==> config.mk <==
export PLATFORM = sky130hd
export DESIGN_NAME = spi_clock_divider_search
export DESIGN_NICKNAME = d
export VERILOG_FILES = /design/src/rtl/spi_cds_pkg.sv /design/src/rtl/spi_clock_divider_search.sv /design/src/rtl/spi_cds_div.sv
export SDC_FILE = /design/constraint.sdc
export NUM_CORES = 1
export LEC_CHECK = 0
export BUFFER_PORTS_ARGS = -buffer_cell sky130_fd_sc_hd__buf_2
export CAP_MARGIN = 15
export CELL_PAD_IN_SITES_DETAIL_PLACEMENT = 1
export CELL_PAD_IN_SITES_GLOBAL_PLACEMENT = 1
export CORE_UTILIZATION = 54
export CTS_CLUSTER_DIAMETER = 60
export CTS_CLUSTER_SIZE = 25
export DETAILED_ROUTE_END_ITERATION = 7
export PLACE_DENSITY = 0.86
export SETUP_SLACK_MARGIN = 0.15
export SLEW_MARGIN = 30
export SYNTH_ARGS = -nofsm -noshare
export SYNTH_HDL_FRONTEND = slang
export SYNTH_SLANG_ARGS = --single-unit
export TNS_END_PERCENT = 50
==> constraint.sdc <==
create_clock -name clock -period 14.4 [get_ports clock]
set_input_delay 2.88 -clock clock [delete_from_list [all_inputs] [get_ports clock]]
set_output_delay 2.88 -clock clock [all_outputs]
set_load 0.01 [all_outputs]
==> src/rtl/spi_cds_pkg.sv <==
// Shared constants and types for the SPI clock divider search block.
// No dependencies; imported by spi_cds_div and spi_clock_divider_search.
`timescale 1ns / 1ps

package spi_cds_pkg;

   localparam int DEFAULT_CLOCK_MHZ = 80;
   localparam int HZ_PER_MHZ        = 1000000;
   // width of the divider datapath at the default clock (80 MHz fits 27 bits)
   localparam int DEFAULT_DIV_W     = 27;

   localparam int N_MAX   = (1 << 6) - 1;
   localparam int PRE_MAX = (1 << 13) - 1;

   localparam logic [31:0] BYPASS_WORD = 32'h8000_0000;
   localparam logic [31:0] MIN_WORD    = 32'h7FFF_F020;

   // divider status back to the sequencer
   typedef struct packed {
      logic busy;
      logic done;
   } div_stat_type;

endpackage

==> src/rtl/spi_clock_divider_search.sv <==
// SPI clock divider search: requested Hz in, 32-bit divider word plus bypass flag out.
// Bypass and below-minimum requests are answered directly from idle; a full search walks
//   n = 1..63 through the single shared divider and ends early on an exact match.
// Throughput: one item at a time; busy stays high until the result strobe is issued.
// Reset (synchronous, active high) returns to idle and drops the strobe; the receiver
//   cannot stall, the result is on rsp_* for exactly the one cycle rsp_valid is high.
// Depends on spi_cds_pkg and spi_cds_div.
`timescale 1ns / 1ps

module spi_clock_divider_search #(
   parameter int CLOCK_MHZ = spi_cds_pkg::DEFAULT_CLOCK_MHZ
) (
   input  logic        clock,
   input  logic        reset,
   input  logic        start,
   output logic        busy,
   input  logic [31:0] req_requested_hz,
   output logic        rsp_valid,
   output logic [31:0] rsp_divider_word,
   output logic        rsp_sysclk_bypass
);
   import spi_cds_pkg::*;

   // system clock in Hz and the width that holds it; every search value fits that width
   localparam longint CLK_HZ = longint'(CLOCK_MHZ) * HZ_PER_MHZ;
   localparam int     CLK_W  = $clog2(CLK_HZ + 1);
   // lowest reachable rate: prescaler 8192 times divider 64
   localparam longint MIN_HZ = CLK_HZ / ((PRE_MAX + 1) * (N_MAX + 1));
   localparam int     P_W    = CLK_W + 2;

   // candidate index: 0, 1, 2 stand for prescaler q-2, q-1, q
   localparam logic [1:0] IDX_FIRST = 2'd0;
   localparam logic [1:0] IDX_LAST  = 2'd2;

   typedef enum logic [6:0] {
      ST_IDLE     = 7'b000_0001,
      ST_A_GO     = 7'b000_0010,  // launch clk / (n+1)
      ST_A_WAIT   = 7'b000_0100,  // then launch a / freq
      ST_Q_WAIT   = 7'b000_1000,  // capture q
      ST_P_GO     = 7'b001_0000,  // clamp prescaler, launch a / (pre+1)
      ST_ACT_WAIT = 7'b010_0000,  // judge achieved rate
      ST_DONE     = 7'b100_0000
   } state_type;

   state_type         state_ff, state_in;
   logic [CLK_W-1:0]  freq_ff, freq_in;
   logic [5:0]        n_ff, n_in;
   logic [1:0]        idx_ff, idx_in;
   logic [CLK_W-1:0]  a_ff, a_in;
   logic [CLK_W-1:0]  q_ff, q_in;
   logic [12:0]       pre_ff, pre_in;
   logic [CLK_W-1:0]  best_freq_ff, best_freq_in;
   logic [31:0]       best_word_ff, best_word_in;

   logic              rsp_valid_ff, rsp_valid_in;
   logic [31:0]       rsp_word_ff, rsp_word_in;
   logic              rsp_bypass_ff, rsp_bypass_in;

   logic              accept;
   logic              div_start;
   logic [CLK_W-1:0]  div_dividend;
   logic [CLK_W-1:0]  div_divisor;
   logic [CLK_W-1:0]  div_q;
   div_stat_type      div_stat;

   logic signed [P_W-1:0] p_s;
   logic [12:0]           pre_clamp;
   logic [5:0]            low_time;
   logic [31:0]           cand_word;

   assign accept = start && !busy;

   // p = q - 2 + idx, clamped to 0..8191
   assign p_s = signed'({2'b00, q_ff} + {{CLK_W{1'b0}}, idx_ff} - P_W'(2));

   always_comb begin
      if (p_s <= signed'(P_W'(0))) begin
         pre_clamp = '0;
      end else if (p_s > signed'(P_W'(PRE_MAX))) begin
         pre_clamp = 13'(PRE_MAX);
      end else begin
         pre_clamp = p_s[12:0];
      end
   end

   assign low_time  = 6'((7'(n_ff) + 7'd1) >> 1);
   // equal flag 0, high time 0
   assign cand_word = {1'b0, pre_ff, n_ff, 6'd0, low_time};

   spi_cds_div #(
      .DATA_W(CLK_W)
   ) u_div (
      .clock   (clock),
      .reset   (reset),
      .start   (div_start),
      .dividend(div_dividend),
      .divisor (div_divisor),
      .quotient(div_q),
      .stat    (div_stat)
   );

   always_comb begin
      state_in      = state_ff;
      freq_in       = freq_ff;
      n_in          = n_ff;
      idx_in        = idx_ff;
      a_in          = a_ff;
      q_in          = q_ff;
      pre_in        = pre_ff;
      best_freq_in  = best_freq_ff;
      best_word_in  = best_word_ff;
      rsp_valid_in  = 1'b0;
      rsp_word_in   = rsp_word_ff;
      rsp_bypass_in = rsp_bypass_ff;
      div_start     = 1'b0;
      div_dividend  = a_ff;
      div_divisor   = freq_ff;

      unique case (state_ff)
         ST_IDLE: begin
            if (accept) begin
               if (req_requested_hz >= 32'(CLK_HZ)) begin
                  rsp_valid_in  = 1'b1;
                  rsp_word_in   = BYPASS_WORD;
                  rsp_bypass_in = 1'b1;
               end else if (req_requested_hz < 32'(MIN_HZ)) begin
                  rsp_valid_in  = 1'b1;
                  rsp_word_in   = MIN_WORD;
                  rsp_bypass_in = 1'b0;
               end else begin
                  // below clk here, so the request fits CLK_W bits
                  freq_in      = req_requested_hz[CLK_W-1:0];
                  n_in         = 6'd1;
                  best_freq_in = '0;
                  best_word_in = '0;
                  state_in     = ST_A_GO;
               end
            end
         end
         ST_A_GO: begin
            div_start    = 1'b1;
            div_dividend = CLK_W'(CLK_HZ);
            div_divisor  = CLK_W'(n_ff) + CLK_W'(1);
            state_in     = ST_A_WAIT;
         end
         ST_A_WAIT: begin
            if (div_stat.done) begin
               a_in         = div_q;
               div_start    = 1'b1;
               div_dividend = div_q;
               div_divisor  = freq_ff;
               state_in     = ST_Q_WAIT;
            end
         end
         ST_Q_WAIT: begin
            if (div_stat.done) begin
               q_in     = div_q;
               idx_in   = IDX_FIRST;
               state_in = ST_P_GO;
            end
         end
         ST_P_GO: begin
            // floor(floor(clk/(n+1))/(pre+1)) equals clk/((pre+1)(n+1))
            pre_in       = pre_clamp;
            div_start    = 1'b1;
            div_dividend = a_ff;
            div_divisor  = CLK_W'(pre_clamp) + CLK_W'(1);
            state_in     = ST_ACT_WAIT;
         end
         ST_ACT_WAIT: begin
            if (div_stat.done) begin
               if (div_q == freq_ff) begin
                  best_word_in = cand_word;
                  state_in     = ST_DONE;
               end else begin
                  // under the request and closer than the best so far
                  if (div_q < freq_ff && div_q > best_freq_ff) begin
                     best_freq_in = div_q;
                     best_word_in = cand_word;
                  end
                  if (idx_ff != IDX_LAST) begin
                     idx_in   = idx_ff + 2'd1;
                     state_in = ST_P_GO;
                  end else if (n_ff == 6'(N_MAX)) begin
                     state_in = ST_DONE;
                  end else begin
                     n_in     = n_ff + 6'd1;
                     state_in = ST_A_GO;
                  end
               end
            end
         end
         ST_DONE: begin
            rsp_valid_in  = 1'b1;
            rsp_word_in   = best_word_ff;
            rsp_bypass_in = (best_word_ff == BYPASS_WORD);
            state_in      = ST_IDLE;
         end
         default: begin
            state_in = ST_IDLE;
         end
      endcase
   end

   always_ff @(posedge clock) begin
      if (reset) begin
         state_ff     <= ST_IDLE;
         rsp_valid_ff <= 1'b0;
      end else begin
         state_ff     <= state_in;
         rsp_valid_ff <= rsp_valid_in;
      end
      freq_ff       <= freq_in;
      n_ff          <= n_in;
      idx_ff        <= idx_in;
      a_ff          <= a_in;
      q_ff          <= q_in;
      pre_ff        <= pre_in;
      best_freq_ff  <= best_freq_in;
      best_word_ff  <= best_word_in;
      rsp_word_ff   <= rsp_word_in;
      rsp_bypass_ff <= rsp_bypass_in;
   end

   assign busy              = (state_ff != ST_IDLE);
   assign rsp_valid         = rsp_valid_ff;
   assign rsp_divider_word  = rsp_word_ff;
   assign rsp_sysclk_bypass = rsp_bypass_ff;

   // a result follows either a fast-path accept or the end of a search
   a_rsp_source: assert property (@(posedge clock) disable iff (reset)
      rsp_valid_ff |-> $past(state_ff == ST_DONE) || $past(accept))
      else $error("result strobe without a source");

   // bypass flag only ever marks the bypass word
   a_bypass_word: assert property (@(posedge clock) disable iff (reset)
      rsp_valid_ff && rsp_bypass_ff |-> rsp_word_ff == BYPASS_WORD)
      else $error("bypass flag with a divided word");

   // while waiting on a divide, the divider is running or just finished
   a_wait_div: assert property (@(posedge clock) disable iff (reset)
      (state_ff == ST_A_WAIT || state_ff == ST_Q_WAIT || state_ff == ST_ACT_WAIT)
         |-> div_stat.busy || div_stat.done)
      else $error("sequencer waiting on an idle divider");

   // best rate found never reaches the request
   a_best_below: assert property (@(posedge clock) disable iff (reset)
      state_ff == ST_P_GO |-> best_freq_ff < freq_ff)
      else $error("best rate at or above the request");

endmodule

==> src/rtl/spi_cds_div.sv <==
// Iterative restoring divider, one quotient bit per cycle, DATA_W quotient bits per divide.
// Depends on spi_cds_pkg (status struct, default width).
`timescale 1ns / 1ps

module spi_cds_div #(
   parameter int DATA_W = spi_cds_pkg::DEFAULT_DIV_W
) (
   input  logic                      clock,
   input  logic                      reset,
   input  logic                      start,
   input  logic [DATA_W-1:0]         dividend,
   input  logic [DATA_W-1:0]         divisor,
   output logic [DATA_W-1:0]         quotient,
   output spi_cds_pkg::div_stat_type stat
);
   import spi_cds_pkg::*;

   localparam int CNT_W = $clog2(DATA_W + 1);

   logic              run_ff, run_in;
   logic              done_ff, done_in;
   logic [CNT_W-1:0]  cnt_ff, cnt_in;
   logic [DATA_W-1:0] rem_ff, rem_in;
   logic [DATA_W-1:0] quo_ff, quo_in;
   logic [DATA_W-1:0] den_ff, den_in;

   logic [DATA_W:0]   rem_sh;
   logic [DATA_W:0]   diff;

   assign rem_sh = {rem_ff, quo_ff[DATA_W-1]};
   assign diff   = rem_sh - {1'b0, den_ff};

   always_comb begin
      run_in  = run_ff;
      done_in = 1'b0;
      cnt_in  = cnt_ff;
      rem_in  = rem_ff;
      quo_in  = quo_ff;
      den_in  = den_ff;
      if (start) begin
         run_in = 1'b1;
         cnt_in = CNT_W'(DATA_W);
         rem_in = '0;
         quo_in = dividend;
         den_in = divisor;
      end else if (run_ff) begin
         // top bit clear: shifted remainder reached the divisor
         if (!diff[DATA_W]) begin
            rem_in = diff[DATA_W-1:0];
            quo_in = {quo_ff[DATA_W-2:0], 1'b1};
         end else begin
            rem_in = rem_sh[DATA_W-1:0];
            quo_in = {quo_ff[DATA_W-2:0], 1'b0};
         end
         cnt_in = cnt_ff - CNT_W'(1);
         if (cnt_ff == CNT_W'(1)) begin
            run_in  = 1'b0;
            done_in = 1'b1;
         end
      end
   end

   always_ff @(posedge clock) begin
      if (reset) begin
         run_ff  <= 1'b0;
         done_ff <= 1'b0;
      end else begin
         run_ff  <= run_in;
         done_ff <= done_in;
      end
      cnt_ff <= cnt_in;
      rem_ff <= rem_in;
      quo_ff <= quo_in;
      den_ff <= den_in;
   end

   assign quotient  = quo_ff;
   assign stat.busy = run_ff;
   assign stat.done = done_ff;

   // a new divide is never launched on top of a running one
   a_no_restart: assert property (@(posedge clock) disable iff (reset)
      start |-> !run_ff)
      else $error("divider restarted while running");

   // done pulses exactly once, right after the last step
   a_done_end: assert property (@(posedge clock) disable iff (reset)
      done_ff |-> !run_ff && $past(run_ff))
      else $error("divider done without a finishing run");

   a_done_pulse: assert property (@(posedge clock) disable iff (reset)
      done_ff |=> !done_ff)
      else $error("divider done held longer than one cycle");

endmodule
==> results of run 1 <==
## power by group
part           total (mW)  leakage, nW  internal, mW  switching, mW
Combinational       0.119         4.28        0.0497         0.0689
Clock               0.773        0.472         0.400          0.373
Sequential          0.878         2.55         0.869        0.00920
## metal layers
layer	global-route usage	wire length (µm)
met1	0.389	19200
met2	0.542	23400
met3	0.0374	2570
met4	0.147	2330
met5	0	0
## critical path: stages
cell	delay [ns]
sky130_fd_sc_hd__buf_2	0.14
sky130_fd_sc_hd__o211a_1	0.20
sky130_fd_sc_hd__o21ai_0	0.17
sky130_fd_sc_hd__a21boi_0	0.15
sky130_fd_sc_hd__o211ai_1	0.28
sky130_fd_sc_hd__a21boi_1	0.33
sky130_fd_sc_hd__nor3_1	0.54
sky130_fd_sc_hd__nand3_1	0.30
sky130_fd_sc_hd__nand2_1	0.23
sky130_fd_sc_hd__o2111ai_1	0.29
sky130_fd_sc_hd__o21ai_4	0.77
## path summary, 6_finish.rpt
path / from / slack (ns) / end
setup reg to reg: idx_ff[1] / 8.56 / u_div.den_ff[6]
setup / recovery: req_requested_hz[10] / 8.29 / best_word_ff[20]
hold / removal: u_div.rem_ff[19] / 0.50 / u_div.rem_ff[20]
hold reg to reg: u_div.rem_ff[19] / 0.50 / u_div.rem_ff[20]
## logic make-up after synthesis
family,after synthesis,synth area share
AND/OR/NAND/NOR,439,0.139
buffers and inverters,203,0.0519
AO/OA/AOI/OAI,387,0.165
flip-flops,276,0.485
XOR/XNOR,52,0.0281
other,1,0.000231
multiplexers,59,0.0385
adder cells (fa/ha/maj),118,0.0920
## area by class of cell
class	instances	area, µm²
clock inverter	20	265
tap	390	488
inverter	137	514
sequential	276	7870
multi-input combinational	1061	7600
timing repair buffer	75	405
clock buffer	29	703
fill	3147	11700
## per-stage QoR
step | power (mW) | cells
after global placement | 1.00 | 1939
after global routing | 1.81 | 1988
after CTS | 1.77 | 1988
after floorplan | 0.978 | 1540
after detailed placement | 1.01 | 1939
final | 1.77 | 1988
## registers in the layout, indices dropped and copies added, names as in the netlist
name / count
q_ff: 27
rsp_divider_word: 26
u_div.done_ff: 1
u_div.cnt_ff: 5
best_word_ff: 25
idx_ff: 2
pre_ff: 13
freq_ff: 27
state_ff: 7
u_div.quotient: 27
best_freq_ff: 27
u_div.rem_ff: 27
n_ff: 6
u_div.run_ff: 1
rsp_valid: 1
a_ff: 27
u_div.den_ff: 27
## cells in the final DEF, fill, tap and decap left out, types with 30 or more instances in the layout
| cell | synthesis | final |
|---|---|---|
| sky130_fd_sc_hd__nand2_1 | 72 | 72 |
| sky130_fd_sc_hd__mux2i_1 | 32 | 32 |
| sky130_fd_sc_hd__a21o_1 | 52 | 52 |
| sky130_fd_sc_hd__o21a_1 | 30 | 30 |
| sky130_fd_sc_hd__a21oi_1 | 97 | 96 |
| sky130_fd_sc_hd__inv_1 | 137 | 137 |
| sky130_fd_sc_hd__o21ai_0 | 59 | 58 |
| sky130_fd_sc_hd__xnor2_1 | 35 | 35 |
| sky130_fd_sc_hd__edfxtp_1 | 234 | 234 |
| sky130_fd_sc_hd__buf_2 | 2 | 63 |
| sky130_fd_sc_hd__nor2_1 | 142 | 141 |
| sky130_fd_sc_hd__and2_1 | 54 | 53 |
| sky130_fd_sc_hd__dfxtp_1 | 42 | 42 |
| sky130_fd_sc_hd__ha_1 | 116 | 116 |
==> report_table.html, run 1 <==
<table>
<tr><th>Metric</th><th>Value</th></tr>
<tr><th colspan="2">Status</th></tr>
<tr><td>Outcome</td><td>complete, no violations</td></tr>
<tr><th colspan="2">Global route</th></tr>
<tr><td>Maximum number of pins on one net before global-route repair</td><td>65</td></tr>
<tr><td>Via count of the first global-routing pass</td><td>~13000</td></tr>
<tr><td>Gr usage total</td><td>0.313</td></tr>
<tr><td>Global-route wire length before repair</td><td>74600 µm</td></tr>
<tr><td>Initial antenna violation count</td><td>1</td></tr>
<tr><td>Remaining global-route overflow</td><td>0</td></tr>
<tr><th colspan="2">Floorplanning</th></tr>
<tr><td>Site row count</td><td>63</td></tr>
<tr><td>Area of the core</td><td>~30000 µm²</td></tr>
<tr><td>Initial Utilization</td><td>0.548</td></tr>
<tr><td>Top-level I/O count</td><td>70</td></tr>
<tr><td>Die span in x</td><td>about 180 µm</td></tr>
<tr><td>Height of the die</td><td>roughly 180 µm</td></tr>
<tr><td>Die area</td><td>30700 µm²</td></tr>
<tr><th colspan="2">Yosys</th></tr>
<tr><td>Biggest area contributors in the synthesized netlist</td><td>sky130_fd_sc_hd__edfxtp_1, sky130_fd_sc_hd__ha_1, sky130_fd_sc_hd__dfxtp_1</td></tr>
<tr><td>Cell area after technology mapping</td><td>16200 µm²</td></tr>
<tr><td>Unique cell type count in the Yosys netlist</td><td>90</td></tr>
<tr><td>Most frequent cells after synthesis</td><td>sky130_fd_sc_hd__edfxtp_1, sky130_fd_sc_hd__nor2_1, sky130_fd_sc_hd__inv_1, sky130_fd_sc_hd__ha_1, sky130_fd_sc_hd__a21oi_1</td></tr>
<tr><td>Post-synth EDFFs</td><td>234</td></tr>
<tr><td>Most used DFF post-synth</td><td>sky130_fd_sc_hd__edfxtp_1</td></tr>
<tr><td>Flip-flop and latch count after synthesis</td><td>276</td></tr>
<tr><td>Most frequent cell after synthesis</td><td>sky130_fd_sc_hd__edfxtp_1</td></tr>
<tr><td>Mean cell area of the mapped netlist</td><td>~11 µm²</td></tr>
<tr><td>Yosys synthesis warning count</td><td>0</td></tr>
<tr><td>Fraction of registers with async set or reset after synthesis</td><td>0</td></tr>
<tr><td>Number of standard cells after synthesis</td><td>1535</td></tr>
<tr><td>Share of the yosys chip area belonging to registers</td><td>0.485</td></tr>
<tr><td>Library cell occupying the most area in the post-synthesis netlist</td><td>sky130_fd_sc_hd__edfxtp_1</td></tr>
<tr><td>Proportion of netlist area held by the largest area contributor</td><td>0.433</td></tr>
<tr><th colspan="2">STA</th></tr>
<tr><td>Worst hold slack</td><td>roughly 0.5 ns</td></tr>
<tr><td>Final worst slack</td><td>8.29 ns</td></tr>
<tr><td>Pin slew with the least headroom to its limit</td><td>1.07 ns</td></tr>
<tr><td>Worst-case clock skew</td><td>0.0372 ns</td></tr>
<tr><td>Max Transition Viols Final</td><td>0</td></tr>
<tr><td>Tightest slew margin relative to the limit</td><td>0.278</td></tr>
<tr><td>Setup violation total in the final timing report</td><td>0</td></tr>
<tr><td>Highest Clock Rate</td><td>~160 MHz</td></tr>
<tr><td>Final period util</td><td>0.424</td></tr>
<tr><td>Final TNS setup</td><td>0 ns</td></tr>
<tr><td>Unrepaired setup endpoints after global routing</td><td>false</td></tr>
<tr><td>Post-route minimum period</td><td>roughly 6.1 ns</td></tr>
<tr><td>Final hold violations</td><td>0</td></tr>
<tr><th colspan="2">Place</th></tr>
<tr><td>Weighted congestion at the end of routability-driven global placement</td><td>0.892</td></tr>
<tr><td>Half-perimeter wire length after detailed placement</td><td>about 33000 µm</td></tr>
<tr><td>Setup slack after placement</td><td>7.87 ns</td></tr>
<tr><td>Cell Area, Placed</td><td>16900 µm²</td></tr>
<tr><td>Port Buffer Count</td><td>63</td></tr>
<tr><th colspan="2">Worst setup path</th></tr>
<tr><td>Class of the most critical setup path</td><td>in -&gt; reg</td></tr>
<tr><td>Required time of the critical path</td><td>14.59 ns</td></tr>
<tr><td>CP Data Arrival Time</td><td>6.30 ns</td></tr>
<tr><td>Endpoint type of the worst setup path</td><td>register</td></tr>
<tr><td>Max Fanout on Critical Path</td><td>25</td></tr>
<tr><td>Critical path startpoint category</td><td>input pin</td></tr>
<tr><td>Reg2Reg Depth</td><td>20</td></tr>
<tr><th colspan="2">CTS</th></tr>
<tr><td>Insertion delay of the later-clocked pin in the worst-skew pair</td><td>0.57 ns</td></tr>
<tr><td>Post-CTS Resized</td><td>0</td></tr>
<tr><td>CTS sink count</td><td>276</td></tr>
<tr><td>CTS hold repair buffers</td><td>0</td></tr>
<tr><td>Number of clock buffers inserted by TritonCTS</td><td>27</td></tr>
<tr><td>Clock slew at the register clock pins of the worst setup and hold paths</td><td>0.08 ns</td></tr>
<tr><td># H-tree levels</td><td>1</td></tr>
<tr><td>Clock tree from TritonCTS</td><td>done</td></tr>
<tr><td># Post-CTS Setup Buffers</td><td>0</td></tr>
<tr><td>Root buffer cell</td><td>sky130_fd_sc_hd__clkbuf_16</td></tr>
<tr><td>Deepest clock path buffer count</td><td>3</td></tr>
<tr><th colspan="2">Final layout</th></tr>
<tr><td>Fraction of layout instances using a drive strength above 1</td><td>0.124</td></tr>
<tr><td>Number of diodes added for antenna fixing</td><td>0</td></tr>
<tr><td>Total Nets Final</td><td>1731</td></tr>
<tr><td>Summed area of non-filler cells in the final layout</td><td>roughly 18000 µm²</td></tr>
<tr><td>Fin util</td><td>0.604</td></tr>
<tr><td>Post-synthesis to final-layout area growth</td><td>10.1%</td></tr>
<tr><th colspan="2">Route</th></tr>
<tr><td>DR WL/cell</td><td>23.9 µm</td></tr>
<tr><td>Via Count</td><td>12700</td></tr>
<tr><td>DRT Pass-1 Iters</td><td>5</td></tr>
<tr><td>Per-cell via count in the routed design</td><td>6.39</td></tr>
<tr><td>Number of routed nets with antenna violations</td><td>0</td></tr>
<tr><td>Total wire length</td><td>47500 µm</td></tr>
<tr><td>Starting DRC count in detailed routing</td><td>between 900 and 1000</td></tr>
<tr><td>Residual DRC count</td><td>0</td></tr>
<tr><th colspan="2">Worst hold path</th></tr>
<tr><td>Worst hold-check path type</td><td>reg -&gt; reg</td></tr>
<tr><td>Hold Path Depth</td><td>2</td></tr>
<tr><th colspan="2">Pwr</th></tr>
<tr><td>Cell area power density</td><td>around 100 nW/µm²</td></tr>
<tr><td>Static Leakage</td><td>roughly 7.3 nW</td></tr>
<tr><td>VDD IR-drop max</td><td>0.0753 mV</td></tr>
<tr><th colspan="2">Run</th></tr>
<tr><td>Number of max-capacitance violations reported</td><td>0</td></tr>
</table>
Power figures use the tool's default switching activity.
==> run 2, diff against run 1 <==
Settings changed: CORE_UTILIZATION 54 to 50, PLACE_DENSITY 0.86 to 0.81.
Clock period 14.4 ns to 6 ns, I/O delays scaled along.
==> run 2 against run 1 <==
Compared with the run above: non-clock buffer count is 4 higher; critical path depth is 10 higher; utilization is 4.0 points lower; worst setup slack worse by 7.6 ns; die area is 7.9% higher; combinational power is 140% higher; sequential cell count stayed put; critical path type is now reg -> reg; hold slack worse by 0.00073 ns; power is 140% higher; sequential share of layout area is 0.083 points lower; clock-buffer cell count is 2 lower; final cell count is 0.86% higher.
==> report_table.html, run 2 (same netlist as run 1, synthesis figures left out) <==
<table>
<tr><th>Metric</th><th>Value</th></tr>
<tr><th colspan="2">Final layout</th></tr>
<tr><td>Fill cell total of the finished layout</td><td>3424</td></tr>
<tr><td>Fraction of layout instances using a drive strength above 1</td><td>0.127</td></tr>
<tr><td>Fin util</td><td>0.564</td></tr>
<tr><td>Number of diodes added for antenna fixing</td><td>0</td></tr>
<tr><td>Most frequent standard cell in the layout excluding fill and tap cells</td><td>sky130_fd_sc_hd__edfxtp_1</td></tr>
<tr><td>Total Nets Final</td><td>1735</td></tr>
<tr><td>Top library cells by usage in the layout, fill and taps aside</td><td>sky130_fd_sc_hd__edfxtp_1, sky130_fd_sc_hd__nor2_1, sky130_fd_sc_hd__inv_1</td></tr>
<tr><td>Post-synthesis to final-layout area growth</td><td>10.3%</td></tr>
<tr><th colspan="2">Worst setup path</th></tr>
<tr><td>Register-to-register path setup slack</td><td>0.65 ns</td></tr>
<tr><td>Max Fanout on Critical Path</td><td>11</td></tr>
<tr><td>Endpoint of the worst-slack reg-to-reg timing path</td><td>u_div.den_ff[12]</td></tr>
<tr><td>Reg2reg start</td><td>idx_ff[1]</td></tr>
<tr><td>Critical path startpoint category</td><td>register</td></tr>
<tr><td>Endpoint type of the worst setup path</td><td>register</td></tr>
<tr><td>Required time of the critical path</td><td>6.34 ns</td></tr>
<tr><td>Class of the most critical setup path</td><td>reg -&gt; reg</td></tr>
<tr><td>Reg2Reg Depth</td><td>21</td></tr>
<tr><td>CP Data Arrival Time</td><td>about 5.7 ns</td></tr>
<tr><th colspan="2">Route</th></tr>
<tr><td>Total wire length</td><td>44600 µm</td></tr>
<tr><td>Topmost layer with routed signal wires</td><td>met4</td></tr>
<tr><td>Via Count</td><td>12300</td></tr>
<tr><td>Starting DRC count in detailed routing</td><td>817</td></tr>
<tr><td>Per-cell via count in the routed design</td><td>6.15</td></tr>
<tr><td>Routed wl met3</td><td>1930 µm</td></tr>
<tr><td>DRT Pass-1 Iters</td><td>4</td></tr>
<tr><td>Met1 WL</td><td>19400 µm</td></tr>
<tr><td>DR WL/cell</td><td>22.2 µm</td></tr>
<tr><td>Residual DRC count</td><td>0</td></tr>
<tr><td>Number of routed nets with antenna violations</td><td>0</td></tr>
<tr><td>Sum of met2 wire segment lengths after detailed routing</td><td>21300 µm</td></tr>
<tr><th colspan="2">Pwr</th></tr>
<tr><td>VDD IR-drop max</td><td>~0.21 mV</td></tr>
<tr><td>Cell area power density</td><td>~240 nW/µm²</td></tr>
<tr><td>Static Leakage</td><td>between 7 and 8 nW</td></tr>
<tr><th colspan="2">Place</th></tr>
<tr><td>Half-perimeter wire length after detailed placement</td><td>32300 µm</td></tr>
<tr><td>Port Buffer Count</td><td>63</td></tr>
<tr><td>Setup slack after placement</td><td>0.757 ns</td></tr>
<tr><td>Weighted congestion at the end of routability-driven global placement</td><td>just over 0.9</td></tr>
<tr><th colspan="2">Global route</th></tr>
<tr><td>Global-route wire length before repair</td><td>70800 µm</td></tr>
<tr><td>Gr usage total</td><td>0.273</td></tr>
<tr><td>Via count of the first global-routing pass</td><td>12800</td></tr>
<tr><td>Remaining global-route overflow</td><td>0</td></tr>
<tr><td>Initial antenna violation count</td><td>0</td></tr>
<tr><td>Maximum number of pins on one net before global-route repair</td><td>65</td></tr>
<tr><th colspan="2">CTS</th></tr>
<tr><td>Clock tree from TritonCTS</td><td>done</td></tr>
<tr><td>Clock slew at the register clock pins of the worst setup and hold paths</td><td>approximately 0.09 ns</td></tr>
<tr><td>Number of clock buffers inserted by TritonCTS</td><td>27</td></tr>
<tr><td>CTS sink count</td><td>276</td></tr>
<tr><td>Post-CTS Resized</td><td>0</td></tr>
<tr><td>Deepest clock path buffer count</td><td>3</td></tr>
<tr><td>CTS hold repair buffers</td><td>0</td></tr>
<tr><td># Post-CTS Setup Buffers</td><td>0</td></tr>
<tr><td># H-tree levels</td><td>1</td></tr>
<tr><td>Insertion delay of the later-clocked pin in the worst-skew pair</td><td>slightly below 0.6 ns</td></tr>
<tr><td>Root buffer cell</td><td>sky130_fd_sc_hd__clkbuf_16</td></tr>
<tr><th colspan="2">STA</th></tr>
<tr><td>Tightest slew margin relative to the limit</td><td>0.306</td></tr>
<tr><td>Post-route minimum period</td><td>between 5 and 6 ns</td></tr>
<tr><td>Unrepaired setup endpoints after global routing</td><td>false</td></tr>
<tr><td>Setup violation total in the final timing report</td><td>0</td></tr>
<tr><td>Final hold violations</td><td>0</td></tr>
<tr><td>Final worst slack</td><td>0.652 ns</td></tr>
<tr><td>Highest Clock Rate</td><td>~190 MHz</td></tr>
<tr><td>Pin slew with the least headroom to its limit</td><td>1.03 ns</td></tr>
<tr><td>Max Transition Viols Final</td><td>0</td></tr>
<tr><td>Worst-case clock skew</td><td>roughly 0.028 ns</td></tr>
<tr><td>Final period util</td><td>0.891</td></tr>
<tr><td>Final TNS setup</td><td>0 ns</td></tr>
<tr><th colspan="2">Floorplanning</th></tr>
<tr><td>Die span in x</td><td>between 150 and 200 µm</td></tr>
<tr><td>Site row count</td><td>65</td></tr>
<tr><td>Area of the core</td><td>31700 µm²</td></tr>
<tr><td>Top-level I/O count</td><td>70</td></tr>
<tr><td>Initial Utilization</td><td>0.511</td></tr>
<tr><td>Die area</td><td>33100 µm²</td></tr>
<tr><td>Height of the die</td><td>182 µm</td></tr>
<tr><th colspan="2">Status</th></tr>
<tr><td>Outcome</td><td>complete, no violations</td></tr>
<tr><th colspan="2">Worst hold path</th></tr>
<tr><td>Startpoint of the most critical hold path</td><td>u_div.rem_ff[10]</td></tr>
<tr><td>Worst Hold End</td><td>u_div.rem_ff[10]</td></tr>
<tr><td>Worst hold-check path type</td><td>reg -&gt; reg</td></tr>
<tr><td>Hold Path Depth</td><td>2</td></tr>
<tr><th colspan="2">Run</th></tr>
<tr><td>Number of max-capacitance violations reported</td><td>0</td></tr>
</table>
run 2: cell count changes in the layout (fill, tap and decap cells not counted), sizes merged:
cell / change
clkinvlp: +1
bufinv: -1
inv: +3
buf: +4
clkbuf: -2
run 2: report_power, final:
part           total, mW  switching, mW  internal [mW]
Clock               1.84          0.929          0.916
Combinational      0.281          0.161          0.120
Sequential          2.11         0.0210           2.09
run 2: worst max path at each step:
stage                                     from                to  cells after the start  slack [ns]
after floorplan           req_requested_hz[20]        freq_ff[0]                      4        0.90
after global placement               idx_ff[1]  u_div.den_ff[12]                     21        1.01
after detailed placement             idx_ff[1]  u_div.den_ff[12]                     21        0.76
after CTS                            idx_ff[1]  u_div.den_ff[12]                     21        0.73
after global routing                 idx_ff[1]   u_div.den_ff[6]                     21        0.40
final                                idx_ff[1]  u_div.den_ff[12]                     21        0.65
run 2: through the flow:
step	instances	hold slack, ns	power, mW	cell area, µm²
floorplan	1540	0.444	2.35	16200
global placement	1955	0.476	2.41	16900
detailed placement	1955	0.485	2.42	16900
CTS	2005	0.505	4.25	17900
global route	2005	0.526	4.35	17900
finish	2005	0.499	4.23	17900
run 2: worst max-delay path, stage by stage (launching register included):
cell	delay (ns)
sky130_fd_sc_hd__edfxtp_1	0.37
sky130_fd_sc_hd__inv_1	0.06
sky130_fd_sc_hd__ha_1	0.28
sky130_fd_sc_hd__inv_1	0.04
sky130_fd_sc_hd__ha_1	0.22
sky130_fd_sc_hd__fa_1	0.46
sky130_fd_sc_hd__a211oi_2	0.24
sky130_fd_sc_hd__nor2_1	0.14
sky130_fd_sc_hd__a2111oi_4	0.38
sky130_fd_sc_hd__o21ai_1	0.20
sky130_fd_sc_hd__a2111oi_0	0.72
sky130_fd_sc_hd__or2_2	0.23
sky130_fd_sc_hd__nand4_1	0.07
sky130_fd_sc_hd__or4_4	0.49
sky130_fd_sc_hd__nor2_1	0.11
sky130_fd_sc_hd__nor2_1	0.07
sky130_fd_sc_hd__ha_1	0.35
sky130_fd_sc_hd__inv_1	0.14
sky130_fd_sc_hd__nor2_1	0.06
sky130_fd_sc_hd__mux2i_1	0.14
sky130_fd_sc_hd__o22ai_1	0.11
sky130_fd_sc_hd__a22o_1	0.23
run 2: routing by layer:
metal / global-route usage / vias to the layer above
met2: 0.470 / 349
li1: - / 5744
met3: 0.0303 / 99
met1: 0.351 / 6135
met5: 0 / -
met4: 0.111 / 0
run 2: layout make-up:
type | count | area, µm² | area share
Clock buffer | 27 | 676 | 0.0378
Clock inverter | 23 | 295 | 0.0165
Tap cell | 402 | 503 | 0.0281
Timing Repair Buffer | 79 | 435 | 0.0244
Multi-Input combinational cell | 1061 | 7590 | 0.424
Inverter | 137 | 514 | 0.0288
Sequential cell | 276 | 7870 | 0.440
==> run 3, diff against run 2 <==
Settings changed: CORE_MARGIN set to 4.
==> run 3 against run 2 <==
Compared with the run above: critical endpoint unchanged; sequential cell count unchanged; fmax increased by 2.2%; via count increased by 0.50%; utilization decreased by 0.25 points; clock-buffer cell count increased by 3; combinational power about the same; critical path type unchanged.
==> report_table.html, run 3 (same netlist as run 1, synthesis figures left out) <==
<table>
<tr><th>Metric</th><th>Value</th></tr>
<tr><th colspan="2">Status</th></tr>
<tr><td>Outcome</td><td>complete, no violations</td></tr>
<tr><th colspan="2">Pwr</th></tr>
<tr><td>Cell-internal power</td><td>3.11 mW</td></tr>
<tr><td>Part of the power in combinational logic</td><td>0.069</td></tr>
<tr><td>VDD IR-drop max</td><td>0.196 mV</td></tr>
<tr><td>Sequential fraction of design power</td><td>0.511</td></tr>
<tr><td>Switching share of power</td><td>0.245</td></tr>
<tr><td>Cell area power density</td><td>231 nW/µm²</td></tr>
<tr><td>Share of power burned in the clock network</td><td>0.421</td></tr>
<tr><td>Static Leakage</td><td>7.29 nW</td></tr>
<tr><td>Sw Pwr</td><td>roughly 1.0 mW</td></tr>
<tr><th colspan="2">STA</th></tr>
<tr><td>Final hold violations</td><td>0</td></tr>
<tr><td>Post-route minimum period</td><td>approximately 5.2 ns</td></tr>
<tr><td>Tightest slew margin relative to the limit</td><td>0.268</td></tr>
<tr><td>Highest Clock Rate</td><td>191 MHz</td></tr>
<tr><td>Final period util</td><td>0.873</td></tr>
<tr><td>Max Transition Viols Final</td><td>0</td></tr>
<tr><td>Final TNS setup</td><td>0 ns</td></tr>
<tr><td>Setup violation total in the final timing report</td><td>0</td></tr>
<tr><td>Unrepaired setup endpoints after global routing</td><td>false</td></tr>
<tr><td>Pin slew with the least headroom to its limit</td><td>1.09 ns</td></tr>
<tr><td>Worst-case clock skew</td><td>around 0.018 ns</td></tr>
<tr><th colspan="2">Floorplanning</th></tr>
<tr><td>Top-level I/O count</td><td>70</td></tr>
<tr><td>Die span in x</td><td>between 150 and 200 µm</td></tr>
<tr><td>Initial Utilization</td><td>0.510</td></tr>
<tr><td>Die area</td><td>35400 µm²</td></tr>
<tr><td>Height of the die</td><td>188 µm</td></tr>
<tr><td>Area of the core</td><td>~32000 µm²</td></tr>
<tr><td>Site row count</td><td>65</td></tr>
<tr><th colspan="2">Final layout</th></tr>
<tr><td>Top library cells by usage in the layout, fill and taps aside</td><td>sky130_fd_sc_hd__edfxtp_1, sky130_fd_sc_hd__nor2_1, sky130_fd_sc_hd__inv_1</td></tr>
<tr><td>Post-synthesis to final-layout area growth</td><td>10.1%</td></tr>
<tr><td>Total Nets Final</td><td>1735</td></tr>
<tr><td>Fin util</td><td>0.561</td></tr>
<tr><td>Most frequent standard cell in the layout excluding fill and tap cells</td><td>sky130_fd_sc_hd__edfxtp_1</td></tr>
<tr><td>Fraction of layout instances using a drive strength above 1</td><td>0.124</td></tr>
<tr><td>Fill cell total of the finished layout</td><td>3446</td></tr>
<tr><td>Number of diodes added for antenna fixing</td><td>0</td></tr>
<tr><th colspan="2">Worst setup path</th></tr>
<tr><td>Max Fanout on Critical Path</td><td>11</td></tr>
<tr><td>Critical path startpoint category</td><td>register</td></tr>
<tr><td>Buffer and inverter count on the worst path</td><td>3</td></tr>
<tr><td>CP delay by family, top</td><td>compound AO/OA/AOI/OAI gates</td></tr>
<tr><td>Cells along the critical path</td><td>inv_1 &gt; ha_1 &gt; inv_1 &gt; ha_1 &gt; fa_1 &gt; a211oi_2 &gt; nor2_1 &gt; a2111oi_4 &gt; o21ai_1 &gt; a2111oi_0 &gt; or2_2 &gt; nand4_1 &gt; or4_4 &gt; nor2_1 &gt; nor2_1 &gt; ha_1 &gt; inv_1 &gt; nor2_1 &gt; mux2i_1 &gt; o22ai_1 &gt; a22o_1</td></tr>
<tr><td>Stage delay of the slowest cell on the critical path</td><td>0.61 ns</td></tr>
<tr><td>Endpoint type of the worst setup path</td><td>register</td></tr>
<tr><td>Worst path slowest cell</td><td>sky130_fd_sc_hd__a2111oi_0</td></tr>
<tr><td>CP Data Arrival Time</td><td>5.56 ns</td></tr>
<tr><td>Critical Path Most Common Cell</td><td>sky130_fd_sc_hd__nor2_1</td></tr>
<tr><td>Required time of the critical path</td><td>6.33 ns</td></tr>
<tr><td>Class of the most critical setup path</td><td>reg -&gt; reg</td></tr>
<tr><th colspan="2">CTS</th></tr>
<tr><td>Post-CTS Resized</td><td>0</td></tr>
<tr><td>Number of clock buffers inserted by TritonCTS</td><td>27</td></tr>
<tr><td># H-tree levels</td><td>1</td></tr>
<tr><td>Insertion delay of the later-clocked pin in the worst-skew pair</td><td>between 0.5 and 0.6 ns</td></tr>
<tr><td>Root buffer cell</td><td>sky130_fd_sc_hd__clkbuf_16</td></tr>
<tr><td>Deepest clock path buffer count</td><td>3</td></tr>
<tr><td>Clock slew at the register clock pins of the worst setup and hold paths</td><td>0.07 ns</td></tr>
<tr><td>CTS hold repair buffers</td><td>0</td></tr>
<tr><td># Post-CTS Setup Buffers</td><td>0</td></tr>
<tr><td>CTS sink count</td><td>276</td></tr>
<tr><td>Clock tree from TritonCTS</td><td>done</td></tr>
<tr><th colspan="2">Global route</th></tr>
<tr><td>Global-route wire length before repair</td><td>73100 µm</td></tr>
<tr><td>Via count of the first global-routing pass</td><td>13200</td></tr>
<tr><td>Initial antenna violation count</td><td>0</td></tr>
<tr><td>Remaining global-route overflow</td><td>0</td></tr>
<tr><td>Maximum number of pins on one net before global-route repair</td><td>59</td></tr>
<tr><td>Gr usage total</td><td>0.256</td></tr>
<tr><th colspan="2">Route</th></tr>
<tr><td>DRT Pass-1 Iters</td><td>5</td></tr>
<tr><td>Residual DRC count</td><td>0</td></tr>
<tr><td>DR WL/cell</td><td>22.4 µm</td></tr>
<tr><td>Total wire length</td><td>~46000 µm</td></tr>
<tr><td>Per-cell via count in the routed design</td><td>6.08</td></tr>
<tr><td>Starting DRC count in detailed routing</td><td>between 800 and 900</td></tr>
<tr><td>Number of routed nets with antenna violations</td><td>0</td></tr>
<tr><td>Via Count</td><td>12400</td></tr>
<tr><th colspan="2">Worst hold path</th></tr>
<tr><td>Worst hold-check path type</td><td>reg -&gt; reg</td></tr>
<tr><th colspan="2">Run</th></tr>
<tr><td>Number of max-capacitance violations reported</td><td>0</td></tr>
<tr><th colspan="2">Place</th></tr>
<tr><td>Weighted congestion at the end of routability-driven global placement</td><td>0.913</td></tr>
<tr><td>Port Buffer Count</td><td>63</td></tr>
<tr><td>Half-perimeter wire length after detailed placement</td><td>33100 µm</td></tr>
</table>
==> run 3: changes by cell type in the layout (fill, tap and decap cells not counted), sizes merged <==
cell / before / now
clkbuf: 27 / 30
clkinv: 7 / 8
inv: 151 / 145
bufinv: 0 / 1
==> run 3: worst register-to-register path, cell delays in order, from the launching register on <==
cell                        delay [ns]
sky130_fd_sc_hd__edfxtp_1         0.38
sky130_fd_sc_hd__inv_1            0.06
sky130_fd_sc_hd__ha_1             0.27
sky130_fd_sc_hd__inv_1            0.04
sky130_fd_sc_hd__ha_1             0.22
sky130_fd_sc_hd__fa_1             0.44
sky130_fd_sc_hd__a211oi_2         0.24
sky130_fd_sc_hd__nor2_1           0.14
sky130_fd_sc_hd__a2111oi_4        0.38
sky130_fd_sc_hd__o21ai_1          0.19
sky130_fd_sc_hd__a2111oi_0        0.61
sky130_fd_sc_hd__or2_2            0.21
sky130_fd_sc_hd__nand4_1          0.08
sky130_fd_sc_hd__or4_4            0.48
sky130_fd_sc_hd__nor2_1           0.12
sky130_fd_sc_hd__nor2_1           0.07
sky130_fd_sc_hd__ha_1             0.35
sky130_fd_sc_hd__inv_1            0.17
sky130_fd_sc_hd__nor2_1           0.07
sky130_fd_sc_hd__mux2i_1          0.15
sky130_fd_sc_hd__o22ai_1          0.12
sky130_fd_sc_hd__a22o_1           0.23
==> run 3: final cells by class <==
| class | instances | area (µm²) | area share |
|---|---|---|---|
| Sequential cell | 276 | 7870 | 0.441 |
| Multi-Input combinational cell | 1061 | 7590 | 0.425 |
| Clock buffer | 30 | 687 | 0.0385 |
| Tap cell | 435 | 544 | 0.0305 |
| Inverter | 137 | 514 | 0.0288 |
| Timing Repair Buffer | 79 | 435 | 0.0244 |
| Clock inverter | 19 | 209 | 0.0117 |
==> run 3: worst paths after layout <==
kind	cells past startpoint	slack, ns	start	to
min	2	0.51	u_div.rem_ff[10]	u_div.rem_ff[10]
max reg2reg	21	0.76	idx_ff[1]	u_div.den_ff[12]
min reg2reg	2	0.51	u_div.rem_ff[10]	u_div.rem_ff[10]
max	21	0.76	idx_ff[1]	u_div.den_ff[12]
==> run 3: power by group through the flow <==
stage	Sequential [mW]	Clock (mW)	Combinational [mW]
final	2.11	1.74	0.283
after global routing	2.11	1.85	0.314
after CTS	2.11	1.76	0.282
after detailed placement	2.15	0	0.276
after global placement	2.15	0	0.263
after floorplan	2.15	0	0.199
==> run 3: stage by stage <==
| step | instances | hold WS, ns | setup slack (ns) | area [µm²] | total power, mW |
|---|---|---|---|---|---|
| floorplan | 1540 | 0.444 | 0.896 | 16200 | 2.35 |
| global placement | 1988 | 0.476 | 1.08 | 16900 | 2.41 |
| detailed placement | 1988 | 0.489 | 0.826 | 16900 | 2.43 |
| CTS | 2037 | 0.503 | 0.808 | 17800 | 4.15 |
| global route | 2037 | 0.539 | 0.306 | 17800 | 4.28 |
| finish | 2037 | 0.505 | 0.765 | 17800 | 4.13 |
==> run 3: per-layer routing <==
layer	vias to the layer above	share of wire	routed length (µm)	global-route usage
met5	-	0	0	0
met4	0	0.043	1950	0.0926
met3	99	0.057	2580	0.0395
met2	392	0.48	21700	0.438
met1	6164	0.43	19400	0.329
li1	5734	-	-	-
